--- src/hw/rtl/lss_pkg.sv ---
package lss_pkg;

  // default and field widths
  localparam int MAX_WIDTH_DEF = 2048;
  localparam int PIX_W         = 8;
  localparam int CFG_W_BITS    = 12;
  localparam int CFG_H_BITS    = 16;
  localparam int APB_DW        = 32;
  localparam int APB_AW        = 3;
  localparam int OUT_DEPTH     = 4;

  localparam logic [CFG_W_BITS-1:0] RESET_WIDTH  = 12'd640;
  localparam logic [CFG_H_BITS-1:0] RESET_HEIGHT = 16'd480;
  localparam logic [PIX_W-1:0]      PIX_MAX      = 8'd255;

  typedef enum logic {
    CMD_PIXEL = 1'b0,
    CMD_DRAIN = 1'b1
  } cmd_e;

  typedef enum logic {
    REG_FRAME_WIDTH  = 1'b0,
    REG_FRAME_HEIGHT = 1'b1
  } reg_idx_e;

  // control carried from the issue stage to the data stage
  typedef struct packed {
    logic             emit;
    logic             is_pixel;
    logic             interior;
    logic             last;
    logic             sel_recent;
    logic [PIX_W-1:0] pix;
  } lss_item_t;

  // one finished output pixel
  typedef struct packed {
    logic             last;
    logic [PIX_W-1:0] pix;
  } lss_res_t;

endpackage

--- src/hw/rtl/lss_cfg.sv ---
module lss_cfg
  import lss_pkg::*;
#(
  parameter int MAX_WIDTH = MAX_WIDTH_DEF,
  localparam int WW = $clog2(MAX_WIDTH + 1)
) (
  input  logic                  clk_i,
  input  logic                  rst_ni,
  input  logic                  psel,
  input  logic                  penable,
  input  logic                  pwrite,
  input  logic [APB_AW-1:0]     paddr,
  input  logic [APB_DW-1:0]     pwdata,
  output logic [APB_DW-1:0]     prdata,
  output logic                  pready,
  output logic [WW-1:0]         eff_width_o,
  output logic [CFG_H_BITS-1:0] eff_height_o,
  output logic                  clear_o
);

  localparam int CW = (WW > CFG_W_BITS) ? WW : CFG_W_BITS;

  logic [CFG_W_BITS-1:0] width_q, width_d;
  logic [CFG_H_BITS-1:0] height_q, height_d;
  logic                  wr;
  reg_idx_e              idx;
  logic [CW-1:0]         width_ext;

  assign pready = 1'b1;
  assign wr     = psel && penable && pwrite;
  assign idx    = reg_idx_e'(paddr[2]);

  always_comb begin
    width_d  = width_q;
    height_d = height_q;
    if (wr) begin
      case (idx)
        REG_FRAME_WIDTH:  width_d  = pwdata[CFG_W_BITS-1:0];
        REG_FRAME_HEIGHT: height_d = pwdata[CFG_H_BITS-1:0];
        default: ;
      endcase
    end
  end

  always_ff @(posedge clk_i or negedge rst_ni) begin
    if (!rst_ni) begin
      width_q  <= RESET_WIDTH;
      height_q <= RESET_HEIGHT;
    end else begin
      width_q  <= width_d;
      height_q <= height_d;
    end
  end

  always_comb begin
    case (idx)
      REG_FRAME_WIDTH:  prdata = APB_DW'(width_q);
      REG_FRAME_HEIGHT: prdata = APB_DW'(height_q);
      default:          prdata = '0;
    endcase
  end

  // zero acts as one, anything above the line store acts as its size
  assign width_ext = CW'(width_q);
  always_comb begin
    if (width_q == '0) begin
      eff_width_o = WW'(1);
    end else if (width_ext > CW'(MAX_WIDTH)) begin
      eff_width_o = WW'(MAX_WIDTH);
    end else begin
      eff_width_o = WW'(width_ext);
    end
  end

  assign eff_height_o = (height_q == '0) ? CFG_H_BITS'(1) : height_q;
  assign clear_o      = wr;

endmodule

--- config.mk ---
export PLATFORM = sky130hd
export DESIGN_NAME = lss_cfg
export DESIGN_NICKNAME = d
export VERILOG_FILES = /design/src/hw/rtl/lss_pkg.sv /design/src/hw/rtl/lss_cfg.sv
export SDC_FILE = /design/constraint.sdc
export NUM_CORES = 1
export LEC_CHECK = 0
export BUFFER_PORTS_ARGS = -buffer_cell sky130_fd_sc_hd__buf_2
export CAP_MARGIN = 30
export CORE_ASPECT_RATIO = 1.2
export CORE_MARGIN = 8
export CORE_UTILIZATION = 46
export DETAILED_ROUTE_END_ITERATION = 8
export GPL_TIMING_DRIVEN = 0
export PLACE_DENSITY = 0.94
export SLEW_MARGIN = 20
export SYNTH_ARGS = -nofsm -noshare
export SYNTH_HDL_FRONTEND = slang
export SYNTH_SLANG_ARGS = --single-unit
--- constraint.sdc ---
create_clock -name clk_i -period 4.34 [get_ports clk_i]
set_input_delay 1.302 -clock clk_i [delete_from_list [all_inputs] [get_ports clk_i]]
set_output_delay 1.302 -clock clk_i [all_outputs]
set_load 0.03 [all_outputs]
Word-level counts from Yosys, hierarchy flattened:

Index checks and enable logic that the tools add are counted.
Widths: inputs -> output; s select.

* bits of input ports: 40
* register bits: 28
* logic and storage cells: 14
* output and inout port bits: 62

* bitwise logic cells: 1
* muxes and demuxes: 4
* reductions and logical operators: 6
* $lt $le $gt $ge: 1

Operators by type and width (count)
* $pmux 32 s2: 1
* $mux 12: 2
* $logic_not 16->1: 1
* $mux 16: 1
* $gt 12x12->1 const B: 1
* $logic_not 12->1: 1
* $reduce_and 2->1: 2
* $logic_and 1x1->1: 2
* $not 1->1: 1

Logic depth before layout (Yosys ltp):

Gate-level depths: netlist of the first run.

* depth after elaboration: 3
* gate-level depth with buffers: 4

Least setup slack after synthesis of the first run:

OpenSTA, ideal clock, no wires.

* path type: input port to output port
* from: input port paddr[2]
* to: output port prdata[11]
* buffers on the path: 2
* arrival time: 2.280 ns
* stages on the path: 3
* slack: 0.758 ns
* data required time: 3.038 ns
* cell sequence: buf_6 > buf_2 > o21ai_0

* cells in the longest elaborated chain, start to end: 2

RTL lines
* from (decl): line lss_cfg.sv:12 `input logic [APB_AW-1:0] paddr,`
* $not 1->1
* $pmux 32 s2 *: line lss_cfg.sv:56 `case (idx)`
* to (decl): line lss_cfg.sv:14 `output logic [APB_DW-1:0] prdata,`

Mark *: on every way between the ends. The rest lies on a longest branch, timed or not. The select of a mux whose other input is x is not followed.

Worst setup path after layout of the first run:

* from: input port paddr[2]
* to: output port prdata[10]

The elaborated chain is that of the path after synthesis.

==> impl_metrics.prom, run 1 <==
# TYPE chip_impl_metric gauge
chip_impl_info{name="outcome",value="finished clean"} 1
chip_impl_info{name="critical_path.endpoint_type",value="output port"} 1
chip_impl_metric{name="io_pins",unit=""} 102
chip_impl_metric{name="layout-drive-gt1-share",unit="%"} 62.0
chip_impl_info{name="grt_setup_unrepaired",value="false"} 1
chip_impl_metric{name="clock_insertion_delay_worst_skew",unit="ns"} 0.27
chip_impl_metric{name="worst-path-max-fanout",unit=""} 10
chip_impl_metric{name="fin_tns_setup",unit="ns"} 0
chip_impl_metric{name="irDropWorstVdd",unit="mV"} 0.171
chip_impl_metric{name="ctsHoldBuffers",unit=""} 0
chip_impl_info{name="path_class",value="input port to output port"} 1
chip_impl_metric{name="synth-warning-count",unit=""} 0
chip_impl_metric{name="clkSinkCount",unit=""} 28
chip_impl_metric{name="synth.distinct_cells",unit=""} 21
chip_impl_metric{name="first_pass_iters",unit=""} 3
chip_impl_metric{name="maximum_number_of_pins_on_one_net_before_global_route_repair",unit=""} 29
chip_impl_metric{name="max-slew-margin-rel",unit="%"} 58.8
chip_impl_metric{name="slew_viol_final",unit=""} 0
chip_impl_metric{name="worst_r2r_path_depth",unit=""} 2
chip_impl_metric{name="worst_clock_skew",unit="ns"} 0
chip_impl_metric{name="fin_hold_ws",unit="ns"} 0.548
chip_impl_info{name="path_delay_family",value="buffers and inverters"} 1
chip_impl_metric{name="place_congestion",unit=""} 0.715
chip_impl_metric{name="grt_overflow",unit=""} 0
chip_impl_metric{name="num-fill-cells",unit=""} 317
chip_impl_info{name="clk_root_buffer_cell",value="clkbuf_8"} 1
chip_impl_metric{name="synth-seq-cells",unit=""} 28
chip_impl_metric{name="layout.area.seq",unit="sq um"} 708
chip_impl_metric{name="layout_min_cycle_time",unit="ns"} 3.51
chip_impl_metric{name="holdPathStages",unit=""} 1
chip_impl_info{name="timing.critical_path.cells",value="buf_6, buf_2, mux2_2, buf_2"} 1
chip_impl_metric{name="cts_made_buffers",unit=""} 3
chip_impl_info{name="critical_path.slowest_cell",value="mux2_2"} 1
chip_impl_metric{name="placed_area",unit="sq um"} 2070
chip_impl_metric{name="post_synth.cell_area_avg",unit="sq um"} 12.0
chip_impl_metric{name="vias",unit=""} 1195
chip_impl_info{name="crit_top_cell",value="buf_2"} 1
chip_impl_info{name="setup.worst_path.start_class",value="input port"} 1
chip_impl_metric{name="final.period_utilization",unit="%"} 80.8
chip_impl_metric{name="max_slew.worst_pin.slew",unit="ns"} 0.618
chip_impl_metric{name="die_x",unit="um"} 70.6
chip_impl_metric{name="final_hold_viol_count",unit=""} 0
chip_impl_metric{name="final_antenna_net_count",unit=""} 0
chip_impl_metric{name="power.density",unit="nW/um^2"} 493
chip_impl_metric{name="p_leak",unit="uW"} 0.00114
chip_impl_metric{name="post_drt_via_cell_ratio",unit=""} 4.60
chip_impl_metric{name="synth_top_area_share",unit="%"} 33.5
chip_impl_metric{name="nNetsFinal",unit=""} 262
chip_impl_metric{name="coreArea",unit="sq um"} 3540
chip_impl_metric{name="detail_route.wl_per_cell",unit="um"} 15.4
chip_impl_metric{name="grt_util_all_layers",unit="%"} 13.8
chip_impl_metric{name="start_util",unit="%"} 46.4
chip_impl_info{name="min-delay-start",value="height_q[0]$_DFFE_PN0P_"} 1
chip_impl_info{name="worst_reg2reg_startpoint",value="width_ext[11]$_DFFE_PN0P_"} 1
chip_impl_metric{name="critical_path_required",unit="ns"} 3.04
chip_impl_metric{name="post_cts.resized_instances",unit=""} 0
chip_impl_metric{name="cp_data_arrival_time",unit="ns"} 2.20
chip_impl_metric{name="worst-r2r-setup-slack",unit="ns"} 3.22
chip_impl_metric{name="die_h",unit="um"} 81.5
chip_impl_metric{name="flow.area_growth_from_synthesis",unit="%"} 29.5
chip_impl_metric{name="maxCapViolCount",unit=""} 0
chip_impl_info{name="hold_path_class",value="register to register"} 1
chip_impl_info{name="rr_endpoint",value="width_ext[11]$_DFFE_PN0P_"} 1
chip_impl_info{name="synthDominantAreaCellType",value="dfrtp_1"} 1
chip_impl_info{name="holdPathEnd",value="height_q[0]$_DFFE_PN0P_"} 1
chip_impl_metric{name="cp_slowest_stage_delay",unit="ns"} 0.35
chip_impl_metric{name="worst_path_buf_inv",unit=""} 3
chip_impl_metric{name="dieArea",unit="sq um"} 5750
chip_impl_metric{name="insertedDiodeCount",unit=""} 0
chip_impl_metric{name="timing.critical_path.depth",unit=""} 4
chip_impl_metric{name="timing.fmax",unit="MHz"} 285
chip_impl_info{name="post_synth_main_area_contributors",value="dfrtp_1, mux2_2, mux2_4"} 1
chip_impl_metric{name="dr.first_iter.drc_count",unit=""} 29
chip_impl_metric{name="grt_antenna_before_repair",unit=""} 0
chip_impl_metric{name="clk_transition_reported_paths",unit="ns"} 0.09
chip_impl_metric{name="ys_seq_area_share",unit="%"} 43.1
chip_impl_metric{name="first_global_vias",unit=""} 1304
chip_impl_metric{name="area_of_combinational_cells_with_multiple_inputs",unit="sq um"} 758
chip_impl_metric{name="hpwl",unit="um"} 3260
chip_impl_info{name="clock_tree_from_tritoncts",value="yes"} 1
chip_impl_metric{name="dr_drc_count",unit=""} 0
chip_impl_metric{name="clock_tree.buffer_depth",unit=""} 2
chip_impl_metric{name="ctsHtreeMaxLevel",unit=""} 1
chip_impl_metric{name="global_route_wire_length_before_repair",unit="um"} 6280
chip_impl_metric{name="setup_viol",unit=""} 0
chip_impl_metric{name="floorplan.rows",unit=""} 24
chip_impl_metric{name="io_buffer_count",unit=""} 65
chip_impl_metric{name="post_synth_instance_area",unit="sq um"} 1640
chip_impl_metric{name="post-cts-setup-buffer-count",unit=""} 0
chip_impl_metric{name="routed_wire_length",unit="um"} 4000
chip_impl_metric{name="synth_cells",unit=""} 137
chip_impl_metric{name="fin_area",unit="sq um"} 2130
## registers in the layout, indices dropped and copies added (netlist names)
| signal | flops |
|---|---|
| width_ext | 12 |
| height_q | 16 |
## cell type report
| type | instances | share of cell area [%] |
|---|---|---|
| plain buffers | 38 | 10.8 |
| repair buffers | 65 | 15.3 |
| well taps | 39 | 2.29 |
| clock buffers | 4 | 2.59 |
| flip-flops and latches | 28 | 33.3 |
| inverters | 1 | 0.176 |
| multi-input cells | 85 | 35.6 |
## cells by family (layout without fill, tap and decap cells)
kind of cell | count (synthesis) | after routing | share of synthesized area, %
muxes | 39 | 39 | 29.2
AOI/OAI and AO/OA | 3 | 3 | 1.52
other | 2 | 17 | 0.457
and+or+nand+nor | 26 | 26 | 11.5
buffers and inverters | 39 | 108 | 14.2
DFF | 28 | 28 | 43.1
## placed cells by master, fill, tap and decap left out, drive strengths merged, types with 2 or more instances in the layout
| cell | synthesis | routed |
|---|---|---|
| dfstp | 6 | 6 |
| dfrtp | 22 | 22 |
| nor2b | 11 | 11 |
| conb | 2 | 17 |
| clkbuf | 17 | 21 |
| and2 | 4 | 4 |
| nor4 | 5 | 5 |
| buf | 21 | 86 |
| mux2 | 39 | 39 |
| a41o | 2 | 2 |
## worst max-delay path by stage
stage | to | from
after global routing | prdata[9] | paddr[2]
final | prdata[10] | paddr[2]
after detailed placement | prdata[10] | paddr[2]
after CTS | prdata[7] | paddr[2]
after floorplan | prdata[11] | paddr[2]
after global placement | prdata[10] | paddr[2]
## Yosys cell counts (all sizes together)
cell type	n
buf	21
nand2	1
dfrtp	22
dfstp	6
nor2b	11
clkbuf	17
a41o	2
mux2	39
conb	2
o21ai	1
and2	4
nor4	5
inv	1
nand4	1
nand4b	1
nor2	1
nor3	1
and3	1
## per-layer routing
layer	global-route usage (%)	share of wire [%]	up-vias
met5	0	0	-
met4	3.75	0.87	0
met3	6.23	10	4
met2	25.7	52	44
met1	13.6	37	559
li1	-	-	588
## per-stage QoR
stage,setup WS (ns),utilization (%),instances,total power (uW)
after global placement,0.835,58.5,256,886
after detailed placement,0.822,58.5,256,900
final,0.834,60.1,260,1050
after CTS,0.810,60.1,260,1060
after global routing,0.776,60.1,260,1100
after floorplan,0.758,-,152,751
## worst reg2reg max path: stages (launching register included)
cell and delay [ns]:
dfrtp_1 0.43, clkbuf_1 0.26, mux2_2 0.33
## power by group
part	switching, uW	total [uW]	internal (uW)
combinational	310	501	191
clock	79.2	160	81.2
sequential	59.9	388	328
(Power assumes the default switching activity.)
==> run 2: changes to the inputs <==
--- a/config.mk
+++ b/config.mk
@@ -9,10 +9,10 @@
 export CAP_MARGIN = 30
 export CORE_ASPECT_RATIO = 1.2
 export CORE_MARGIN = 8
-export CORE_UTILIZATION = 46
+export CORE_UTILIZATION = 39
 export DETAILED_ROUTE_END_ITERATION = 8
 export GPL_TIMING_DRIVEN = 0
-export PLACE_DENSITY = 0.94
+export PLACE_DENSITY = 0.86
 export SLEW_MARGIN = 20
 export SYNTH_ARGS = -nofsm -noshare
 export SYNTH_HDL_FRONTEND = slang
==> constraint.sdc (replaced) <==
create_clock -name clk_i -period 3 [get_ports clk_i]
set_input_delay 0.9 -clock clk_i [delete_from_list [all_inputs] [get_ports clk_i]]
set_output_delay 0.9 -clock clk_i [all_outputs]
set_load 0.03 [all_outputs]
==> impl_metrics.prom, run 2 (same netlist as run 1, synthesis figures left out) <==
# TYPE chip_impl_metric gauge
chip_impl_metric{name="power.share.combinational",unit="%"} 47.8
chip_impl_info{name="path_class",value="input port to output port"} 1
chip_impl_metric{name="p_leak",unit="uW"} 0.00114
chip_impl_metric{name="start_util",unit="%"} 39.5
chip_impl_metric{name="largest_reg_flops",unit=""} 16
chip_impl_metric{name="io_pins",unit=""} 102
chip_impl_metric{name="setup_viol",unit=""} 0
chip_impl_metric{name="dr_drc_count",unit=""} 0
chip_impl_metric{name="maxCapViolCount",unit=""} 0
chip_impl_info{name="path_delay_family",value="buffers and inverters"} 1
chip_impl_metric{name="maximum_number_of_pins_on_one_net_before_global_route_repair",unit=""} 29
chip_impl_info{name="setup.worst_path.start_class",value="input port"} 1
chip_impl_info{name="hold_path_class",value="register to register"} 1
chip_impl_metric{name="worst-path-max-fanout",unit=""} 10
chip_impl_info{name="holdPathEnd",value="height_q[0]$_DFFE_PN0P_"} 1
chip_impl_metric{name="final_antenna_net_count",unit=""} 0
chip_impl_metric{name="vias",unit=""} 1220
chip_impl_metric{name="power.density",unit="nW/um^2"} 704
chip_impl_metric{name="fin_hold_ws",unit="ns"} 0.550
chip_impl_metric{name="max_slew.worst_pin.slew",unit="ns"} 0.593
chip_impl_info{name="clock_tree_from_tritoncts",value="yes"} 1
chip_impl_metric{name="first_global_vias",unit=""} 1270
chip_impl_metric{name="global_route_wire_length_before_repair",unit="um"} 6460
chip_impl_info{name="critical_path.slowest_cell",value="mux2_2"} 1
chip_impl_metric{name="layout_min_cycle_time",unit="ns"} 2.72
chip_impl_metric{name="final.period_utilization",unit="%"} 90.7
chip_impl_info{name="final_cell_mix",value="buf_2, mux2_2, dfrtp_1"} 1
chip_impl_metric{name="die_x",unit="um"} 75.3
chip_impl_metric{name="clock_insertion_delay_worst_skew",unit="ns"} 0.27
chip_impl_metric{name="irDropWorstVdd",unit="mV"} 0.469
chip_impl_metric{name="cp_data_arrival_time",unit="ns"} 1.82
chip_impl_metric{name="critical_path_required",unit="ns"} 2.10
chip_impl_metric{name="holdPathStages",unit=""} 1
chip_impl_metric{name="clock_tree.buffer_depth",unit=""} 2
chip_impl_info{name="min-delay-start",value="height_q[0]$_DFFE_PN0P_"} 1
chip_impl_info{name="crit_top_cell",value="buf_2"} 1
chip_impl_metric{name="detail_route.wl_per_cell",unit="um"} 14.7
chip_impl_metric{name="max-slew-margin-rel",unit="%"} 60.5
chip_impl_info{name="timing.critical_path.cells",value="buf_6, buf_2, mux2_2, buf_2"} 1
chip_impl_metric{name="io_buffer_count",unit=""} 65
chip_impl_metric{name="worst-r2r-setup-slack",unit="ns"} 1.87
chip_impl_metric{name="switching_power",unit="uW"} 646
chip_impl_metric{name="post_drt_via_cell_ratio",unit=""} 4.40
chip_impl_metric{name="p_seq_share",unit="%"} 37.1
chip_impl_metric{name="layout-drive-gt1-share",unit="%"} 62.0
chip_impl_metric{name="insertedDiodeCount",unit=""} 0
chip_impl_metric{name="routed_wire_length",unit="um"} 4070
chip_impl_metric{name="timing.fmax",unit="MHz"} 367
chip_impl_info{name="worst_reg2reg_startpoint",value="width_ext[11]$_DFFE_PN0P_"} 1
chip_impl_metric{name="clkSinkCount",unit=""} 28
chip_impl_metric{name="grt_util_all_layers",unit="%"} 12.9
chip_impl_metric{name="final.setup.worst_slack",unit="ns"} 0.278
chip_impl_info{name="outcome",value="finished clean"} 1
chip_impl_info{name="largest-register",value="height_q"} 1
chip_impl_metric{name="dieArea",unit="sq um"} 6560
chip_impl_metric{name="hpwl",unit="um"} 3270
chip_impl_metric{name="grt_antenna_before_repair",unit=""} 0
chip_impl_metric{name="worst_r2r_path_depth",unit=""} 2
chip_impl_metric{name="floorplan.rows",unit=""} 26
chip_impl_metric{name="ctsHoldBuffers",unit=""} 0
chip_impl_info{name="clk_root_buffer_cell",value="clkbuf_8"} 1
chip_impl_metric{name="ctsHtreeMaxLevel",unit=""} 1
chip_impl_metric{name="internal_power",unit="uW"} 868
chip_impl_metric{name="cp_slowest_stage_delay",unit="ns"} 0.36
chip_impl_metric{name="dr.first_iter.drc_count",unit=""} 11
chip_impl_metric{name="place_congestion",unit=""} 0.742
chip_impl_metric{name="post_cts.resized_instances",unit=""} 0
chip_impl_metric{name="fin_tns_setup",unit="ns"} 0
chip_impl_metric{name="cts_made_buffers",unit=""} 3
chip_impl_info{name="critical_path.endpoint_type",value="output port"} 1
chip_impl_metric{name="worst_path_buf_inv",unit=""} 3
chip_impl_metric{name="detailedPlace.worstSlack",unit="ns"} 0.270
chip_impl_info{name="grt_setup_unrepaired",value="false"} 1
chip_impl_metric{name="core_util_final",unit="%"} 51.7
chip_impl_metric{name="grt_overflow",unit=""} 0
chip_impl_metric{name="final_hold_viol_count",unit=""} 0
chip_impl_metric{name="flow.area_growth_from_synthesis",unit="%"} 30.8
chip_impl_metric{name="coreArea",unit="sq um"} 4160
chip_impl_info{name="rr_endpoint",value="width_ext[11]$_DFFE_PN0P_"} 1
chip_impl_metric{name="slew_viol_final",unit=""} 0
chip_impl_info{name="most_common_cell_after_layout_fill_and_taps_aside",value="buf_2"} 1
chip_impl_metric{name="worst_clock_skew",unit="ns"} 0
chip_impl_metric{name="die_h",unit="um"} 87.1
chip_impl_metric{name="post-cts-setup-buffer-count",unit=""} 0
chip_impl_metric{name="clk_transition_reported_paths",unit="ns"} 0.09
chip_impl_metric{name="clkPwrFrac",unit="%"} 15.1
chip_impl_metric{name="first_pass_iters",unit=""} 4
chip_impl_metric{name="power_switching_share",unit="%"} 42.7
chip_impl_metric{name="nNetsFinal",unit=""} 262
[run 2: cell counts in the layout (fill, tap and decap cells not counted)]
Identical to the previous run, type by type.
[run 2: cell type report]
type / instances / area [sq um]
Fill cell: 410 / 2010
Clock buffer: 4 / 55.1
Tap cell: 56 / 70.1
Multi-Input combinational cell: 85 / 758
Inverter: 1 / 3.75
Timing Repair Buffer: 65 / 325
Buffer: 38 / 230
Sequential cell: 28 / 708
[run 2: worst max-delay path by stage]
stage / from / slack (ns) / endpoint / cells past startpoint
2_1_floorplan: paddr[2] / 0.22 / prdata[11] / 3
3_3_place_gp: paddr[2] / 0.28 / prdata[9] / 4
3_5_place_dp: paddr[2] / 0.27 / prdata[7] / 4
6_report: paddr[2] / 0.28 / prdata[7] / 4
5_1_grt: paddr[2] / 0.23 / prdata[7] / 4
4_1_cts: paddr[2] / 0.26 / prdata[7] / 4
[run 2: stage by stage]
stage,cells,cell area (sq um),total power (uW)
2_1_floorplan,152,1700,1090
3_3_place_gp,273,2100,1290
3_5_place_dp,273,2100,1300
4_1_cts,277,2150,1530
5_1_grt,277,2150,1610
6_report,277,2150,1510
[run 2: power groups by stage]
stage	Clock, uW	Sequential [uW]	Combinational [uW]
after floorplan	0	536	550
after global placement	0	563	723
after detailed placement	0	569	733
after CTS	237	562	735
after global routing	259	578	771
final	229	561	724
[run 2: routing by layer]
layer	share of wire, %	wire, um	vias to the layer above	global-route usage (%)
li1	-	-	589	-
met1	38	1530	580	14.7
met2	52	2100	47	22.0
met3	9.6	391	4	3.57
met4	1.2	49	0	4.73
met5	0	0	-	0
==> run 3: changes to the inputs <==
--- a/config.mk
+++ b/config.mk
@@ -12,7 +12,8 @@
 export CORE_UTILIZATION = 39
 export DETAILED_ROUTE_END_ITERATION = 8
 export GPL_TIMING_DRIVEN = 0
-export PLACE_DENSITY = 0.86
+export PLACE_DENSITY_LB_ADDON = 0.15
+export RECOVER_POWER = 100
 export SLEW_MARGIN = 20
 export SYNTH_ARGS = -nofsm -noshare
 export SYNTH_HDL_FRONTEND = slang
==> impl_metrics.prom, run 3 (same netlist as run 1, synthesis figures left out) <==
# TYPE chip_impl_metric gauge
chip_impl_metric{name="setup_viol",unit=""} 0
chip_impl_metric{name="ctsHoldBuffers",unit=""} 0
chip_impl_metric{name="start_util",unit="%"} 39.5
chip_impl_metric{name="clkPwrFrac",unit="%"} 19.4
chip_impl_info{name="critical_path.endpoint_type",value="output port"} 1
chip_impl_metric{name="nNetsFinal",unit=""} 262
chip_impl_metric{name="largest_reg_flops",unit=""} 16
chip_impl_metric{name="floorplan.rows",unit=""} 26
chip_impl_info{name="outcome",value="finished, violations left"} 1
chip_impl_metric{name="final_antenna_net_count",unit=""} 0
chip_impl_info{name="critical_path.slowest_cell",value="mux2_2"} 1
chip_impl_info{name="worst_reg2reg_startpoint",value="width_ext[11]$_DFFE_PN0P_"} 1
chip_impl_metric{name="clock_tree.buffer_depth",unit=""} 2
chip_impl_metric{name="worst_clock_skew",unit="ns"} 0
chip_impl_metric{name="clk_transition_reported_paths",unit="ns"} 0.09
chip_impl_metric{name="fin_hold_ws",unit="ns"} 0.556
chip_impl_metric{name="power.share.combinational",unit="%"} 43.7
chip_impl_metric{name="coreArea",unit="sq um"} 4160
chip_impl_metric{name="post-cts-setup-buffer-count",unit=""} 0
chip_impl_metric{name="first_pass_iters",unit=""} 4
chip_impl_metric{name="power_switching_share",unit="%"} 42.8
chip_impl_metric{name="routed_wire_length",unit="um"} 4110
chip_impl_metric{name="dr.first_iter.drc_count",unit=""} 23
chip_impl_metric{name="ctsHtreeMaxLevel",unit=""} 1
chip_impl_metric{name="fin_area",unit="sq um"} 2030
chip_impl_metric{name="p_seq_share",unit="%"} 36.9
chip_impl_info{name="final_cell_mix",value="clkbuf_1, mux2_2, dfrtp_1"} 1
chip_impl_info{name="rr_endpoint",value="width_ext[11]$_DFFE_PN0P_"} 1
chip_impl_metric{name="cts_made_buffers",unit=""} 3
chip_impl_info{name="hold_path_class",value="register to register"} 1
chip_impl_metric{name="max-slew-margin-rel",unit="%"} 0.771
chip_impl_metric{name="detail_route.wl_per_cell",unit="um"} 14.8
chip_impl_metric{name="grt_antenna_before_repair",unit=""} 0
chip_impl_metric{name="maximum_number_of_pins_on_one_net_before_global_route_repair",unit=""} 29
chip_impl_info{name="most_common_cell_after_layout_fill_and_taps_aside",value="clkbuf_1"} 1
chip_impl_metric{name="layout_min_cycle_time",unit="ns"} 2.75
chip_impl_metric{name="irDropWorstVdd",unit="mV"} 0.358
chip_impl_metric{name="slew_viol_final",unit=""} 0
chip_impl_metric{name="design_power_total",unit="uW"} 1510
chip_impl_metric{name="die_h",unit="um"} 87.1
chip_impl_metric{name="final_hold_viol_count",unit=""} 0
chip_impl_metric{name="worst-r2r-setup-slack",unit="ns"} 1.83
chip_impl_metric{name="dieArea",unit="sq um"} 6560
chip_impl_info{name="grt_setup_unrepaired",value="false"} 1
chip_impl_metric{name="flow.area_growth_from_synthesis",unit="%"} 23.4
chip_impl_info{name="holdPathEnd",value="height_q[14]$_DFFE_PN0P_"} 1
chip_impl_metric{name="die_x",unit="um"} 75.3
chip_impl_metric{name="cp_slowest_stage_delay",unit="ns"} 0.37
chip_impl_info{name="violations",value="capacitance limit"} 1
chip_impl_metric{name="first_global_vias",unit=""} 1246
chip_impl_metric{name="dr_drc_count",unit=""} 0
chip_impl_metric{name="placed_area",unit="sq um"} 2100
chip_impl_metric{name="internal_power",unit="uW"} 866
chip_impl_metric{name="critical_path_required",unit="ns"} 2.10
chip_impl_metric{name="p_leak",unit="uW"} 0.000925
chip_impl_metric{name="place_congestion",unit=""} 0.729
chip_impl_metric{name="clock_insertion_delay_worst_skew",unit="ns"} 0.27
chip_impl_metric{name="switching_power",unit="uW"} 649
chip_impl_metric{name="global_route_wire_length_before_repair",unit="um"} 6560
chip_impl_info{name="timing.critical_path.cells",value="buf_6, buf_2, mux2_2, clkbuf_1"} 1
chip_impl_metric{name="fin_tns_setup",unit="ns"} 0
chip_impl_metric{name="final.period_utilization",unit="%"} 91.7
chip_impl_info{name="clk_root_buffer_cell",value="clkbuf_8"} 1
chip_impl_metric{name="worst_r2r_path_depth",unit=""} 2
chip_impl_metric{name="post_cts.resized_instances",unit=""} 0
chip_impl_metric{name="hpwl",unit="um"} 3200
chip_impl_metric{name="cp_data_arrival_time",unit="ns"} 1.85
chip_impl_info{name="clock_tree_from_tritoncts",value="yes"} 1
chip_impl_metric{name="grt_overflow",unit=""} 0
chip_impl_info{name="path_class",value="input port to output port"} 1
chip_impl_metric{name="clkSinkCount",unit=""} 28
chip_impl_metric{name="insertedDiodeCount",unit=""} 0
chip_impl_metric{name="io_pins",unit=""} 102
chip_impl_metric{name="post_drt_via_cell_ratio",unit=""} 4.33
chip_impl_metric{name="maxCapViolCount",unit=""} 1
chip_impl_metric{name="grt_util_all_layers",unit="%"} 12.8
chip_impl_metric{name="power.density",unit="nW/um^2"} 747
chip_impl_metric{name="timing.fmax",unit="MHz"} 363
chip_impl_metric{name="vias",unit=""} 1199
chip_impl_info{name="setup.worst_path.start_class",value="input port"} 1
chip_impl_metric{name="holdPathStages",unit=""} 1
chip_impl_metric{name="layout-drive-gt1-share",unit="%"} 35.3
chip_impl_metric{name="worst-path-max-fanout",unit=""} 10
chip_impl_info{name="min-delay-start",value="height_q[14]$_DFFE_PN0P_"} 1
chip_impl_metric{name="max_slew.worst_pin.slew",unit="ns"} 1.49
chip_impl_metric{name="io_buffer_count",unit=""} 65
chip_impl_info{name="largest-register",value="height_q"} 1
[run 3: cell types whose count changed in the layout (fill, tap and decap cells not counted), sizes merged]
cell | previous run | this run
buf | 86 | 39
bufinv | 0 | 1
clkbuf | 21 | 67
[run 3: worst max-delay path, delay by kind of cell]
kind	cells	cell delay (ns)
buf+inv	3	0.57
mux	1	0.37
[run 3: layout make-up]
cell class	instances	area [sq um]
clock buffer	3	41.3
tap	56	70.1
inverter	1	3.75
clock inverter	1	30.0
sequential	28	708
timing repair buffer	65	269
multi-input combinational	85	691
fill	463	2140
buffer	38	215
[run 3: worst max-delay path by stage]
| stage | start | endpoint | slack (ns) | cells after the start |
|---|---|---|---|---|
| floorplan | paddr[2] | prdata[11] | 0.22 | 3 |
| global placement | paddr[2] | prdata[9] | 0.25 | 4 |
| detailed placement | paddr[2] | prdata[9] | 0.26 | 4 |
| CTS | paddr[2] | prdata[9] | 0.25 | 4 |
| global route | paddr[2] | prdata[7] | 0.19 | 4 |
| finish | paddr[2] | prdata[9] | 0.25 | 4 |
[run 3: stage by stage]
step           instances  worst slack (ns)  util [%]
6_report             277             0.248      48.7
5_1_grt              277             0.188      48.7
4_1_cts              277             0.249      52.0
3_5_place_dp         273             0.258      50.3
3_3_place_gp         273             0.249      50.3
2_1_floorplan        152             0.222         -
[run 3: metal layers]
layer	wire length (um)	part of all wire, %	track usage [%]	vias to the layer above
li1	-	-	-	589
met1	1770	43	16.7	559
met2	1920	47	20.1	49
met3	404	9.8	3.69	2
met4	20	0.49	3.15	0
met5	0	0	0	-
[run 3: power groups by stage]
stage / Clock, uW / Sequential [uW] / Combinational, uW
2_1_floorplan: 0 / 536 / 550
5_1_grt: 318 / 577 / 710
3_3_place_gp: 0 / 567 / 727
4_1_cts: 301 / 562 / 732
6_report: 294 / 559 / 661
3_5_place_dp: 0 / 569 / 730
